$ cat src/stepper_ramp_step_generator_macros.svh
// ----------------------------------------------------------------------------
// Assertion macros for the stepper ramp step generator
// Concurrent checks clocked by i_clk and disabled while i_rst_n is low.
// ----------------------------------------------------------------------------
`ifndef STEPPER_RAMP_STEP_GENERATOR_MACROS_SVH
`define STEPPER_RAMP_STEP_GENERATOR_MACROS_SVH

`ifndef SYNTH

// property must hold at every clock edge out of reset
`define SRSG_ASSERT(label, prop) \
    label: assert property (@(posedge i_clk) disable iff (!i_rst_n) (prop)) \
        else $error("srsg assertion failed");

// consequent must hold in the cycle after the antecedent
`define SRSG_ASSERT_NEXT(label, ante, cons) \
    label: assert property (@(posedge i_clk) disable iff (!i_rst_n) (ante) |=> (cons)) \
        else $error("srsg assertion failed");

`else

`define SRSG_ASSERT(label, prop)
`define SRSG_ASSERT_NEXT(label, ante, cons)

`endif

`endif

$ cat src/srsg_pkg.sv
// ----------------------------------------------------------------------------
// srsg_pkg
// Shared types, widths and codes of the stepper ramp step generator.
// ----------------------------------------------------------------------------
`timescale 1ns / 1ps
`default_nettype none

package srsg_pkg;

    // fixed field widths
    localparam int PERIOD_W   = 32;
    localparam int ACCEL_W    = 41;
    localparam int ASTEP_W    = 24;
    localparam int DELTA_W    = PERIOD_W + 1;
    localparam int CFG_IDX_W  = 3;
    localparam int CFG_DATA_W = 41;

    // parameter defaults
    localparam int DEF_POSITION_BITS    = 32;
    localparam int DEF_PERIOD_FRAC_BITS = 12;
    localparam int DEF_ACCEL_FRAC_BITS  = 60;

    // deceleration distance numerator constant, 5e11
    localparam int             DECEL_K_W = 39;
    localparam logic [38:0]    DECEL_K   = 39'd500000000000;

    // operation codes
    localparam logic [1:0] OP_TICK   = 2'd0;
    localparam logic [1:0] OP_TARGET = 2'd1;
    localparam logic [1:0] OP_PRESET = 2'd2;
    localparam logic [1:0] OP_STOP   = 2'd3;

    // motion direction codes
    localparam logic [1:0] DIR_STOP = 2'd0;
    localparam logic [1:0] DIR_POS  = 2'd1;
    localparam logic [1:0] DIR_NEG  = 2'd2;

    // register indexes
    localparam logic [CFG_IDX_W-1:0] REG_CRUISE  = 3'd0;
    localparam logic [CFG_IDX_W-1:0] REG_SLOWEST = 3'd1;
    localparam logic [CFG_IDX_W-1:0] REG_STOPMIN = 3'd2;
    localparam logic [CFG_IDX_W-1:0] REG_ACCEL   = 3'd3;
    localparam logic [CFG_IDX_W-1:0] REG_ASTEP   = 3'd4;

    // register reset values
    localparam logic [PERIOD_W-1:0] RST_CRUISE  = 32'd20480000;
    localparam logic [PERIOD_W-1:0] RST_SLOWEST = 32'd204800000;
    localparam logic [PERIOD_W-1:0] RST_STOPMIN = 32'd73142857;
    localparam logic [ACCEL_W-1:0]  RST_ACCEL   = 41'd230584301;
    localparam logic [ASTEP_W-1:0]  RST_ASTEP   = 24'd200;

    typedef struct packed {
        logic [1:0]         op;
        logic signed [31:0] value;
    } t_in;

    typedef struct packed {
        logic               step_pulse;
        logic               dir_level;
        logic signed [31:0] position;
        logic [31:0]        current_period;
        logic               motion_done;
    } t_out;

    // request to the ramp math engine
    typedef struct packed {
        logic                start;
        logic [PERIOD_W-1:0] period;
    } t_math_req;

    // status of the ramp math engine
    typedef struct packed {
        logic busy;
        logic done;
    } t_math_stat;

endpackage

`default_nettype wire

$ cat src/stepper_ramp_step_generator.sv
// ----------------------------------------------------------------------------
// Stepper ramp step generator: step/direction pulses on a linear speed ramp.
//
// Input channel (i_in_valid / o_in_stall / i_in_data): one transaction per
// microsecond tick, new target, position preset or stop request. Output
// channel (o_out_valid / i_out_stall / o_out_data): exactly one result
// transaction per input, in order. Config channel (i_cfg_valid / o_cfg_ready):
// register writes, always ready, to be issued while the block is idle.
// One item is handled at a time; o_in_stall is high from acceptance until
// the result is placed in the output register.
// A tick without a step, a target or a preset goes straight to the output state.
// A tick that steps and a stop request while moving run the ramp math sequencer:
// shift-add multiplies for p squared, the denominator, p cubed and the period
// change (one bit per cycle on the shared adder), then a restoring divide with
// one divide cycle per numerator bit.
// The output register lets the next item be accepted while a result waits;
// a finished item waits in its last state while the receiver stalls.
// Synchronous reset clears position, target, motion and the output valid flag,
// and loads the register defaults.
// ----------------------------------------------------------------------------
`timescale 1ns / 1ps
`default_nettype none
`include "stepper_ramp_step_generator_macros.svh"

module stepper_ramp_step_generator import srsg_pkg::*; #(
    parameter int POSITION_BITS    = DEF_POSITION_BITS,
    parameter int PERIOD_FRAC_BITS = DEF_PERIOD_FRAC_BITS,
    parameter int ACCEL_FRAC_BITS  = DEF_ACCEL_FRAC_BITS
) (
    input  wire logic                  i_clk,
    input  wire logic                  i_rst_n,
    input  wire logic                  i_in_valid,
    output logic                       o_in_stall,
    input  wire t_in                   i_in_data,
    output logic                       o_out_valid,
    input  wire logic                  i_out_stall,
    output t_out                       o_out_data,
    input  wire logic                  i_cfg_valid,
    output logic                       o_cfg_ready,
    input  wire logic [CFG_IDX_W-1:0]  i_cfg_index,
    input  wire logic [CFG_DATA_W-1:0] i_cfg_data
);

    localparam int PB = POSITION_BITS;

    localparam logic signed [PB+1:0] POS_HI = {3'b000, {(PB-1){1'b1}}};
    localparam logic signed [PB+1:0] POS_LO = ~POS_HI;

    // sequencer codes
    localparam logic [2:0] S_IDLE   = 3'd0;
    localparam logic [2:0] S_MATH   = 3'd1;
    localparam logic [2:0] S_CHOOSE = 3'd2;
    localparam logic [2:0] S_FIN    = 3'd3;
    localparam logic [2:0] S_STOPT  = 3'd4;
    localparam logic [2:0] S_OUT    = 3'd5;

    // configuration
    logic [PERIOD_W-1:0] r_cruise, r_slowest, r_stopmin;
    logic [ACCEL_W-1:0]  r_accel;
    logic [ASTEP_W-1:0]  r_astep;

    // motion state
    logic [2:0]              r_state, n_state;
    logic signed [PB-1:0]    r_pos, n_pos;
    logic signed [PB-1:0]    r_tgt, n_tgt;
    logic [1:0]              r_dir, n_dir;
    logic [PERIOD_W-1:0]     r_step_p, n_step_p;
    logic [PERIOD_W-1:0]     r_next_p, n_next_p;
    logic [31:0]             r_elapsed, n_elapsed;
    logic                    r_dirline, n_dirline;
    logic                    r_stepped, n_stepped;
    logic                    r_is_stop, n_is_stop;
    logic                    r_ahead, n_ahead;
    logic [PB:0]             r_dist, n_dist;
    t_math_req               r_req, n_req;
    t_out                    r_out, n_out;
    logic                    r_out_valid, n_out_valid;

    t_math_stat              math_stat;
    logic [PB:0]             dd;
    logic [DELTA_W-1:0]      delta;

    logic                    accept;
    logic [31:0]             e_inc;
    logic                    step_due;
    logic signed [PB:0]      diff;
    logic                    toward;
    logic [PERIOD_W-1:0]     v_dn, next_fast;
    logic [PERIOD_W+1:0]     v_up;
    logic [PERIOD_W-1:0]     next_slow;
    logic signed [PB+1:0]    stop_t;
    logic                    out_load;

    assign o_cfg_ready = 1'b1;
    assign o_in_stall  = (r_state != S_IDLE);
    assign accept      = i_in_valid && !o_in_stall;

    // tick timing
    assign e_inc    = (r_elapsed == '1) ? r_elapsed : r_elapsed + 32'd1;
    assign step_due = !(e_inc < (r_next_p >> PERIOD_FRAC_BITS));

    // distance to target
    assign diff = (PB + 1)'(r_tgt) - (PB + 1)'(r_pos);

    // candidate next periods
    assign toward    = (r_dir == DIR_POS && r_ahead) || (r_dir == DIR_NEG && !r_ahead);
    assign v_dn      = ({1'b0, r_step_p} > delta) ? r_step_p - delta[PERIOD_W-1:0] : '0;
    assign next_fast = (v_dn < r_cruise) ? r_cruise : v_dn;
    assign v_up      = {2'b00, r_step_p} + {1'b0, delta};
    assign next_slow = (v_up > {2'b00, r_slowest}) ? r_slowest : v_up[PERIOD_W-1:0];

    // stop target before clamping
    assign stop_t = (r_dir == DIR_POS) ? (PB + 2)'(r_pos) + $signed({1'b0, dd})
                                       : (PB + 2)'(r_pos) - $signed({1'b0, dd});

    assign out_load = (r_state == S_OUT) && (!r_out_valid || !i_out_stall);

    srsg_math #(
        .POSITION_BITS    (POSITION_BITS),
        .PERIOD_FRAC_BITS (PERIOD_FRAC_BITS),
        .ACCEL_FRAC_BITS  (ACCEL_FRAC_BITS)
    ) u_math (
        .i_clk   (i_clk),
        .i_rst_n (i_rst_n),
        .i_req   (r_req),
        .i_accel (r_accel),
        .i_astep (r_astep),
        .o_stat  (math_stat),
        .o_dd    (dd),
        .o_delta (delta)
    );

    // item sequencer
    always_comb begin
        n_state     = r_state;
        n_pos       = r_pos;
        n_tgt       = r_tgt;
        n_dir       = r_dir;
        n_step_p    = r_step_p;
        n_next_p    = r_next_p;
        n_elapsed   = r_elapsed;
        n_dirline   = r_dirline;
        n_stepped   = r_stepped;
        n_is_stop   = r_is_stop;
        n_ahead     = r_ahead;
        n_dist      = r_dist;
        n_req       = r_req;
        n_req.start = 1'b0;
        n_out       = r_out;
        n_out_valid = i_out_stall ? r_out_valid : 1'b0;
        case (r_state)
            S_IDLE: begin
                if (accept) begin
                    n_stepped = 1'b0;
                    n_state   = S_OUT;
                    case (i_in_data.op)
                        OP_TICK: begin
                            if (r_dir == DIR_STOP) begin
                                // start motion at the slowest period, no step yet
                                if (r_tgt != r_pos) begin
                                    n_dir     = (r_tgt > r_pos) ? DIR_POS : DIR_NEG;
                                    n_dirline = !(r_tgt > r_pos);
                                    n_next_p  = r_slowest;
                                    n_elapsed = '0;
                                end
                            end else if (!step_due) begin
                                n_elapsed = e_inc;
                            end else begin
                                n_pos       = (r_dir == DIR_POS) ? r_pos + PB'(1)
                                                                 : r_pos - PB'(1);
                                n_step_p    = r_next_p;
                                n_elapsed   = '0;
                                n_stepped   = 1'b1;
                                n_is_stop   = 1'b0;
                                n_req.start = 1'b1;
                                n_req.period = r_next_p;
                                n_state     = S_MATH;
                            end
                        end
                        OP_TARGET: begin
                            n_tgt = PB'(i_in_data.value);
                        end
                        OP_PRESET: begin
                            n_pos = PB'(i_in_data.value);
                        end
                        OP_STOP: begin
                            if (r_step_p != '0) begin
                                n_is_stop    = 1'b1;
                                n_req.start  = 1'b1;
                                n_req.period = r_step_p;
                                n_state      = S_MATH;
                            end
                        end
                        default: ;
                    endcase
                end
            end
            S_MATH: begin
                n_ahead = !diff[PB];
                n_dist  = diff[PB] ? -diff : diff;
                if (math_stat.done) begin
                    n_state = r_is_stop ? S_STOPT : S_CHOOSE;
                end
            end
            S_CHOOSE: begin
                // accelerate, decelerate or reverse
                if (toward) begin
                    if (r_dist < dd || r_next_p < r_cruise) begin
                        n_next_p = next_slow;
                    end else begin
                        n_next_p = next_fast;
                    end
                end else if (r_step_p < r_slowest) begin
                    n_next_p = next_slow;
                end else begin
                    n_dir     = r_ahead ? DIR_POS : DIR_NEG;
                    n_dirline = !r_ahead;
                end
                n_state = S_FIN;
            end
            S_FIN: begin
                // stop at target once slow enough
                if (r_pos == r_tgt && r_next_p >= r_stopmin) begin
                    n_step_p = '0;
                    n_next_p = '0;
                    n_dir    = DIR_STOP;
                end
                n_state = S_OUT;
            end
            S_STOPT: begin
                if (stop_t > POS_HI) begin
                    n_tgt = POS_HI[PB-1:0];
                end else if (stop_t < POS_LO) begin
                    n_tgt = POS_LO[PB-1:0];
                end else begin
                    n_tgt = stop_t[PB-1:0];
                end
                n_state = S_OUT;
            end
            S_OUT: begin
                if (out_load) begin
                    n_out.step_pulse     = r_stepped;
                    n_out.dir_level      = r_dirline;
                    n_out.position       = 32'(r_pos);
                    n_out.current_period = r_step_p;
                    n_out.motion_done    = (r_dir == DIR_STOP) && (r_pos == r_tgt);
                    n_out_valid          = 1'b1;
                    n_state              = S_IDLE;
                end
            end
            default: begin
                n_state = S_IDLE;
            end
        endcase
    end

    always_ff @(posedge i_clk) begin
        if (!i_rst_n) begin
            r_state     <= S_IDLE;
            r_pos       <= '0;
            r_tgt       <= '0;
            r_dir       <= DIR_STOP;
            r_step_p    <= '0;
            r_next_p    <= '0;
            r_elapsed   <= '0;
            r_dirline   <= 1'b0;
            r_req.start <= 1'b0;
            r_out_valid <= 1'b0;
        end else begin
            r_state     <= n_state;
            r_pos       <= n_pos;
            r_tgt       <= n_tgt;
            r_dir       <= n_dir;
            r_step_p    <= n_step_p;
            r_next_p    <= n_next_p;
            r_elapsed   <= n_elapsed;
            r_dirline   <= n_dirline;
            r_req.start <= n_req.start;
            r_out_valid <= n_out_valid;
        end
        r_req.period <= n_req.period;
        r_stepped    <= n_stepped;
        r_is_stop    <= n_is_stop;
        r_ahead      <= n_ahead;
        r_dist       <= n_dist;
        r_out        <= n_out;
    end

    // configuration registers
    always_ff @(posedge i_clk) begin
        if (!i_rst_n) begin
            r_cruise  <= RST_CRUISE;
            r_slowest <= RST_SLOWEST;
            r_stopmin <= RST_STOPMIN;
            r_accel   <= RST_ACCEL;
            r_astep   <= RST_ASTEP;
        end else if (i_cfg_valid && o_cfg_ready) begin
            case (i_cfg_index)
                REG_CRUISE:  r_cruise  <= i_cfg_data[PERIOD_W-1:0];
                REG_SLOWEST: r_slowest <= i_cfg_data[PERIOD_W-1:0];
                REG_STOPMIN: r_stopmin <= i_cfg_data[PERIOD_W-1:0];
                REG_ACCEL:   r_accel   <= i_cfg_data[ACCEL_W-1:0];
                REG_ASTEP:   r_astep   <= i_cfg_data[ASTEP_W-1:0];
                default: ;
            endcase
        end
    end

    assign o_out_valid = r_out_valid;
    assign o_out_data  = r_out;

    // checks
    `SRSG_ASSERT(a_math_busy_stalls, math_stat.busy |-> o_in_stall)
    `SRSG_ASSERT(a_math_done_waited, math_stat.done |-> (r_state == S_MATH))
    `SRSG_ASSERT(a_stopped_no_period, (r_dir == DIR_STOP) |-> (r_step_p == '0))
    `SRSG_ASSERT_NEXT(a_accept_stalls, accept, o_in_stall)

endmodule

`default_nettype wire

$ cat src/srsg_alu.sv
// ----------------------------------------------------------------------------
// srsg_alu
// Shared wide add/subtract unit; carry out is the no-borrow flag on subtract.
// ----------------------------------------------------------------------------
`timescale 1ns / 1ps
`default_nettype none

module srsg_alu import srsg_pkg::*; #(
    parameter int WIDTH = PERIOD_W
) (
    input  wire logic [WIDTH-1:0] i_a,
    input  wire logic [WIDTH-1:0] i_b,
    input  wire logic             i_sub,
    output logic      [WIDTH-1:0] o_sum,
    output logic                  o_carry
);

    logic [WIDTH-1:0] b_op;

    assign b_op = i_sub ? ~i_b : i_b;
    assign {o_carry, o_sum} = {1'b0, i_a} + {1'b0, b_op} + (WIDTH + 1)'(i_sub);

endmodule

`default_nettype wire

$ cat src/srsg_math.sv
// ----------------------------------------------------------------------------
// srsg_math
// Sequencer computing deceleration distance and period change for one period
// with a single shift-add multiplier and restoring divider on a shared adder.
// ----------------------------------------------------------------------------
`timescale 1ns / 1ps
`default_nettype none

module srsg_math import srsg_pkg::*; #(
    parameter int POSITION_BITS    = DEF_POSITION_BITS,
    parameter int PERIOD_FRAC_BITS = DEF_PERIOD_FRAC_BITS,
    parameter int ACCEL_FRAC_BITS  = DEF_ACCEL_FRAC_BITS
) (
    input  wire logic                   i_clk,
    input  wire logic                   i_rst_n,
    input  wire t_math_req              i_req,
    input  wire logic [ACCEL_W-1:0]     i_accel,
    input  wire logic [ASTEP_W-1:0]     i_astep,
    output t_math_stat                  o_stat,
    output logic [POSITION_BITS:0]      o_dd,
    output logic [DELTA_W-1:0]          o_delta
);

    localparam int PW   = PERIOD_W;
    localparam int MLW  = ACCEL_W;
    localparam int PPW  = 2 * PW;
    localparam int DENW = PPW + ASTEP_W;
    localparam int P3W  = 3 * PW;
    localparam int MULW = P3W + ACCEL_W;
    localparam int SHR  = ACCEL_FRAC_BITS + 2 * PERIOD_FRAC_BITS;
    localparam int KSH  = 2 * PERIOD_FRAC_BITS + 1;
    localparam int KNW  = DECEL_K_W + KSH;
    localparam int NW   = ((KNW > DENW) ? KNW : DENW) + 1;
    localparam int RW   = DENW + 2;
    localparam int UW0  = (MULW > RW) ? MULW : RW;
    localparam int UW   = (UW0 > NW) ? UW0 : NW;
    localparam int CW   = $clog2(((NW > MLW) ? NW : MLW) + 1);
    localparam int DDW  = POSITION_BITS + 1;

    localparam logic [DDW-1:0] CAP = {1'b1, {POSITION_BITS{1'b0}}};

    // sequencer codes
    localparam logic [2:0] M_IDLE = 3'd0;
    localparam logic [2:0] M_PP   = 3'd1;
    localparam logic [2:0] M_DEN  = 3'd2;
    localparam logic [2:0] M_P3   = 3'd3;
    localparam logic [2:0] M_T    = 3'd4;
    localparam logic [2:0] M_NUM  = 3'd5;
    localparam logic [2:0] M_DIV  = 3'd6;
    localparam logic [2:0] M_DONE = 3'd7;

    logic [2:0]          r_state, n_state;
    logic [PW-1:0]       r_p, n_p;
    logic [MULW-1:0]     r_acc, n_acc;
    logic [MULW-1:0]     r_mcand, n_mcand;
    logic [MLW-1:0]      r_mult, n_mult;
    logic [CW-1:0]       r_cnt, n_cnt;
    logic [PPW-1:0]      r_pp, n_pp;
    logic [DENW-1:0]     r_den, n_den;
    logic [RW-1:0]       r_rem, n_rem;
    logic [NW-1:0]       r_quo, n_quo;
    logic [DDW-1:0]      r_dd, n_dd;
    logic [DELTA_W-1:0]  r_delta, n_delta;

    logic [UW-1:0]       alu_a, alu_b, alu_sum;
    logic                alu_sub, alu_carry;
    logic                mul_phase, last;
    logic [RW-1:0]       rem_sh;
    logic [NW-1:0]       quo_n;
    logic [MULW-1:0]     t_shr;

    assign mul_phase = r_state inside {M_PP, M_DEN, M_P3, M_T};
    assign last      = (r_cnt == CW'(1));
    assign rem_sh    = {r_rem[RW-2:0], r_quo[NW-1]};
    assign quo_n     = {r_quo[NW-2:0], alu_carry};
    assign t_shr     = alu_sum[MULW-1:0] >> SHR;

    // shared adder operand selection
    always_comb begin
        alu_a   = '0;
        alu_b   = '0;
        alu_sub = 1'b0;
        if (mul_phase) begin
            alu_a = UW'(r_acc);
            alu_b = r_mult[0] ? UW'(r_mcand) : '0;
        end else if (r_state == M_NUM) begin
            alu_a = UW'(DECEL_K) << KSH;
            alu_b = UW'(r_den);
        end else if (r_state == M_DIV) begin
            alu_a   = UW'(rem_sh);
            alu_b   = UW'({r_den, 1'b0});
            alu_sub = 1'b1;
        end
    end

    srsg_alu #(
        .WIDTH (UW)
    ) u_alu (
        .i_a     (alu_a),
        .i_b     (alu_b),
        .i_sub   (alu_sub),
        .o_sum   (alu_sum),
        .o_carry (alu_carry)
    );

    // sequencer
    always_comb begin
        n_state = r_state;
        n_p     = r_p;
        n_acc   = r_acc;
        n_mcand = r_mcand;
        n_mult  = r_mult;
        n_cnt   = r_cnt;
        n_pp    = r_pp;
        n_den   = r_den;
        n_rem   = r_rem;
        n_quo   = r_quo;
        n_dd    = r_dd;
        n_delta = r_delta;
        if (mul_phase) begin
            n_acc   = alu_sum[MULW-1:0];
            n_mcand = r_mcand << 1;
            n_mult  = r_mult >> 1;
            n_cnt   = r_cnt - 1'b1;
        end
        case (r_state)
            M_IDLE: begin
                if (i_req.start) begin
                    n_p     = i_req.period;
                    n_acc   = '0;
                    n_mcand = MULW'(i_req.period);
                    n_mult  = MLW'(i_req.period);
                    n_cnt   = CW'(PW);
                    n_state = M_PP;
                end
            end
            M_PP: begin
                // p squared done: multiply by steps/s^2
                if (last) begin
                    n_pp    = alu_sum[PPW-1:0];
                    n_acc   = '0;
                    n_mcand = MULW'(alu_sum[PPW-1:0]);
                    n_mult  = MLW'(i_astep);
                    n_cnt   = CW'(ASTEP_W);
                    n_state = M_DEN;
                end
            end
            M_DEN: begin
                if (last) begin
                    n_den   = alu_sum[DENW-1:0];
                    n_acc   = '0;
                    n_mcand = MULW'(r_pp);
                    n_mult  = MLW'(r_p);
                    n_cnt   = CW'(PW);
                    n_state = M_P3;
                end
            end
            M_P3: begin
                // p cubed done: multiply by accel
                if (last) begin
                    n_acc   = '0;
                    n_mcand = MULW'(alu_sum[P3W-1:0]);
                    n_mult  = i_accel;
                    n_cnt   = CW'(ACCEL_W);
                    n_state = M_T;
                end
            end
            M_T: begin
                // period change, clipped just above any period
                if (last) begin
                    n_delta = (|t_shr[MULW-1:PW]) ? {1'b1, {PW{1'b0}}} : t_shr[DELTA_W-1:0];
                    n_state = M_NUM;
                end
            end
            M_NUM: begin
                // numerator with rounding term; zero divisor saturates
                if (r_den == '0) begin
                    n_dd    = CAP;
                    n_state = M_DONE;
                end else begin
                    n_quo   = alu_sum[NW-1:0];
                    n_rem   = '0;
                    n_cnt   = CW'(NW);
                    n_state = M_DIV;
                end
            end
            M_DIV: begin
                n_rem = alu_carry ? alu_sum[RW-1:0] : rem_sh;
                n_quo = quo_n;
                n_cnt = r_cnt - 1'b1;
                if (last) begin
                    n_dd    = (quo_n > NW'(CAP)) ? CAP : quo_n[DDW-1:0];
                    n_state = M_DONE;
                end
            end
            M_DONE: begin
                n_state = M_IDLE;
            end
            default: begin
                n_state = M_IDLE;
            end
        endcase
    end

    always_ff @(posedge i_clk) begin
        if (!i_rst_n) begin
            r_state <= M_IDLE;
        end else begin
            r_state <= n_state;
        end
        r_p     <= n_p;
        r_acc   <= n_acc;
        r_mcand <= n_mcand;
        r_mult  <= n_mult;
        r_cnt   <= n_cnt;
        r_pp    <= n_pp;
        r_den   <= n_den;
        r_rem   <= n_rem;
        r_quo   <= n_quo;
        r_dd    <= n_dd;
        r_delta <= n_delta;
    end

    assign o_stat.busy = (r_state != M_IDLE);
    assign o_stat.done = (r_state == M_DONE);
    assign o_dd        = r_dd;
    assign o_delta     = r_delta;

endmodule

`default_nettype wire
$ cat config.mk
export PLATFORM = sky130hd
export DESIGN_NAME = stepper_ramp_step_generator
export DESIGN_NICKNAME = d
export VERILOG_FILES = /design/src/srsg_pkg.sv /design/src/stepper_ramp_step_generator.sv /design/src/srsg_alu.sv /design/src/srsg_math.sv
export VERILOG_INCLUDE_DIRS = /design/src /design/src/src
export SDC_FILE = /design/constraint.sdc
export NUM_CORES = 2
export LEC_CHECK = 0
export ABC_AREA = 0
export BUFFER_PORTS_ARGS = -buffer_cell sky130_fd_sc_hd__buf_2
export CAP_MARGIN = 20
export CORE_UTILIZATION = 25
export CTS_BUF_LIST = sky130_fd_sc_hd__clkbuf_4
export DETAILED_ROUTE_END_ITERATION = 12
export SLEW_MARGIN = 20
export SYNTH_ARGS = -nofsm -noshare
export SYNTH_HDL_FRONTEND = slang
export SYNTH_HIERARCHICAL = 1
export SYNTH_SLANG_ARGS = --single-unit
export TNS_END_PERCENT = 1
$ cat constraint.sdc
create_clock -name i_clk -period 13.5 [get_ports i_clk]
set_input_delay 2.025 -clock i_clk [delete_from_list [all_inputs] [get_ports i_clk]]
set_output_delay 2.025 -clock i_clk [all_outputs]
set_load 0.05 [all_outputs]
==> results.cfg <==
[run_status]
outcome = finished clean

[sta]
slew_headroom = 0.169
finalCriticalPeriod_ns = 8.94
fin_skew_ns = 0.117
max_clock_freq_mhz = 112
tightest_slew_ns = 1.23
min_period_over_period = 0.662
tns_ns = 0
drv_slew = 0
setup_viol = 0
rsz0062_at_grt = false
finalHoldViolCount = 0

[synth]
ys_types = 124
synthesis.nets = 9634
synth_top_family_by_area = compound AO/OA/AOI/OAI gates
syn_inst = 9030
synth-compound-area-share = 0.211
synth.mux.area_fraction = 0.0359
seq_area_frac_synth = 0.384
synthSimpleGateAreaFrac = 0.179
synth_ff_type = dfxtp_1
yosysTopAreaCellShare = 0.216
synth_most_common_cell = nand2_1
ys_top_cells_by_count = nand2_1, a21oi_1, dfxtp_1
ys_warn_count = 6
synthTopCellsByArea = edfxtp_1, dfxtp_1, ha_1
yosys.area_share.xor_xnor = 0.0536
synth_seq_cells = 1217
yosysTopAreaCell = edfxtp_1
synth-adder-area-share = 0.0840
syn_area_sq_mm = 0.0781
synthArstFlopShare = 0
syn_area_per_cell_sq_um = 8.65
synth_edf_count = 563

[clock_tree]
clockBufferDepth = 4
cts-root-buf = clkbuf_4
ctsResizeCount = 0
clk_pin_slew_ns = 0.06
cts_tree = built
numCtsBuffers = 343
postCtsSetupBuffers = 0
cts_hold_buf = 0
clk_latency_ns = 1.38
cts.sinks = 1217
ctsHtreeMaxLevel = 5

[setup_path]
path_depth = 22
critPathLaunch = u_math/r_state[2]
path_common_cell = buf_4
critPathSlowestCell = dfxtp_2
timing.rr.start = u_math/r_state[2]
crit_fanout = 92
crit_type = register to register
critPathTopFamily = buffers and inverters
ff2ff_path_depth = 22
arrival_ns = 9.93
cp.buffers_inverters = 6
required_ns = 14.50
end_kind = register
slowest_delay_ns = 0.83
startpoint_type = register
crit_chain = nor3_4, inv_2, buf_4, and3_4, buf_4, and2_1, xor2_1, ha_1, nand2_1, nor3_1, buf_4, nand3b_1, a2111oi_2, o31ai_1, nand3_1, a22o_1, a21oi_1, a211oi_4, buf_4, buf_4, mux2i_1, nor2_1

[job]
drv_cap = 0

[routing]
drtPass1Iterations = 13
vias = 69508
drtIter0Drc = 7339
ant_nets = 0
wl_um = 264000
avgRoutedWirePerCell_um = 19.6
vias_per_cell = 5.16
drc_errors = 0

[power]
leakagePower_nw = 34.2
vdd.ir_drop.worst_v = 0.0000897
power.density_mw_per_mm2 = 108
total_power_mw = 9.41

[grt]
top_usage_layer = met2
gr-usage-met2 = 0.243
grt_pass1_wl_um = 397000
grt_usage = 0.160
grt_max_degree = 129
grt_antenna_before_repair = 15
grt-ovfl-total = 0
use_met1 = 0.226
first_global_vias = 64444
grtUsageMet3 = 0.0274

[placed_design]
gp_congestion = 0.956
dp_hpwl_um = 192000
dpl_cell_area_sq_mm = 0.0827
port_buffers = 151

[final_layout]
multiInputGateArea_sq_mm = 0.0443
syn2layout_area_growth_pct = 11.7
fill_cells = 33377
nNetsFinal = 9698
seqCellArea_sq_mm = 0.0300
fin_area_sq_mm = 0.0872
final_util = 0.281
drive_gt1_frac = 0.106

[hold_path]
hold_path_class = register to register
hp-start = u_math/r_mcand[129]
hold_depth = 2

[die]
die-area_sq_mm = 0.315
num_io_pins = 153
start_util = 0.252
die_h_um = 561
fp.dieW_um = 561
rows = 204
coreArea_sq_mm = 0.310
-- final cells by class --
| class | count | area share |
|---|---|---|
| multi-input combinational | 6834 | 0.508 |
| timing repair buffer | 254 | 0.0180 |
| clock inverter | 63 | 0.00505 |
| clock buffer | 538 | 0.0463 |
| tap | 4120 | 0.0591 |
| sequential | 1217 | 0.344 |
| inverter | 444 | 0.0193 |
| antenna | 11 | 0.000316 |
-- state kept, by name (all words and copies together) (netlist names), 41 cells and up --
signal / cells
u_math/r_mcand: 137
u_math/r_rem: 89
r_accel: 41
u_math/r_acc: 137
u_math/r_pp: 64
u_math/r_den: 88
u_math/r_mult: 41
o_out_data: 67
u_math/r_quo: 89
-- cell usage in the layout (no fill, tap or decap), types with 23 or more instances in the layout --
master    count
mux2i_1     252
a22oi_1     115
edfxtp_1    563
a21oi_1     838
clkinv_1     40
nor2_1      553
inv_1       438
nor3_1      131
xor2_1      254
a211oi_1     69
a222oi_1     89
buf_2       150
o211ai_1    140
and2_1      150
o21ai_0     420
nand2_1    1428
a221oi_1     32
a22o_1      148
o21bai_1     60
ha_1        514
clkbuf_4    538
xnor2_1     222
a21o_1      145
o31ai_1      36
or2_2        25
o21a_1       42
a31oi_1      54
mux2_2       23
nand2b_1     60
nor2b_1      50
o22ai_1      56
dfxtp_1     651
nand3_1     157
and3_1      104
buf_4       101
nand4_1     136
nor4_1       86
-- metrics by stage --
step / setup slack [ns] / hold WS [ns] / cells
final: 4.56 / 0.427 / 13481
after global routing: 4.22 / 0.437 / 13479
after CTS: 4.72 / 0.413 / 13470
after detailed placement: 4.77 / 0.421 / 12869
after global placement: 4.88 / 0.415 / 12869
after floorplan: 7.42 / 0.400 / 9030
-- kinds of logic after synthesis --
family                   count (synthesis)
flip-flops                            1217
XOR/XNOR                               477
buffers and inverters                  979
AND/OR/NAND/NOR                       3044
AO/OA/AOI/OAI                         2514
other                                    1
multiplexers                           277
adder cells (fa/ha/maj)                521
-- routing by layer --
metal  vias to the layer above  part of all wire
li1                      33094                 -
met1                     33169              0.46
met5                         -           0.00026
met4                        10             0.032
met3                       475             0.078
met2                      2760              0.43
-- worst register-to-register path, delay by kind of cell, from the launching register on --
kind                       cells  cell delay, ns
AOI/OAI and AO/OA              5            1.45
buffers and inverters          6            3.00
adders and majority gates      1            0.48
muxes                          1            0.32
DFF                            1            0.83
xor gates and xnor gates       1            0.08
and+or+nand+nor                8            2.48
-- worst paths after layout --
kind | endpoint | slack, ns
max | u_math/r_rem[56] | 4.56
min | u_math/r_mcand[130] | 0.43
max reg2reg | u_math/r_rem[56] | 4.56
min reg2reg | u_math/r_mcand[130] | 0.43
-- where the power goes --
part	switching, mW	internal [mW]
logic	0.966	0.642
clock network	1.65	1.93
registers	0.154	4.06
Power figures use the tool's default switching activity.
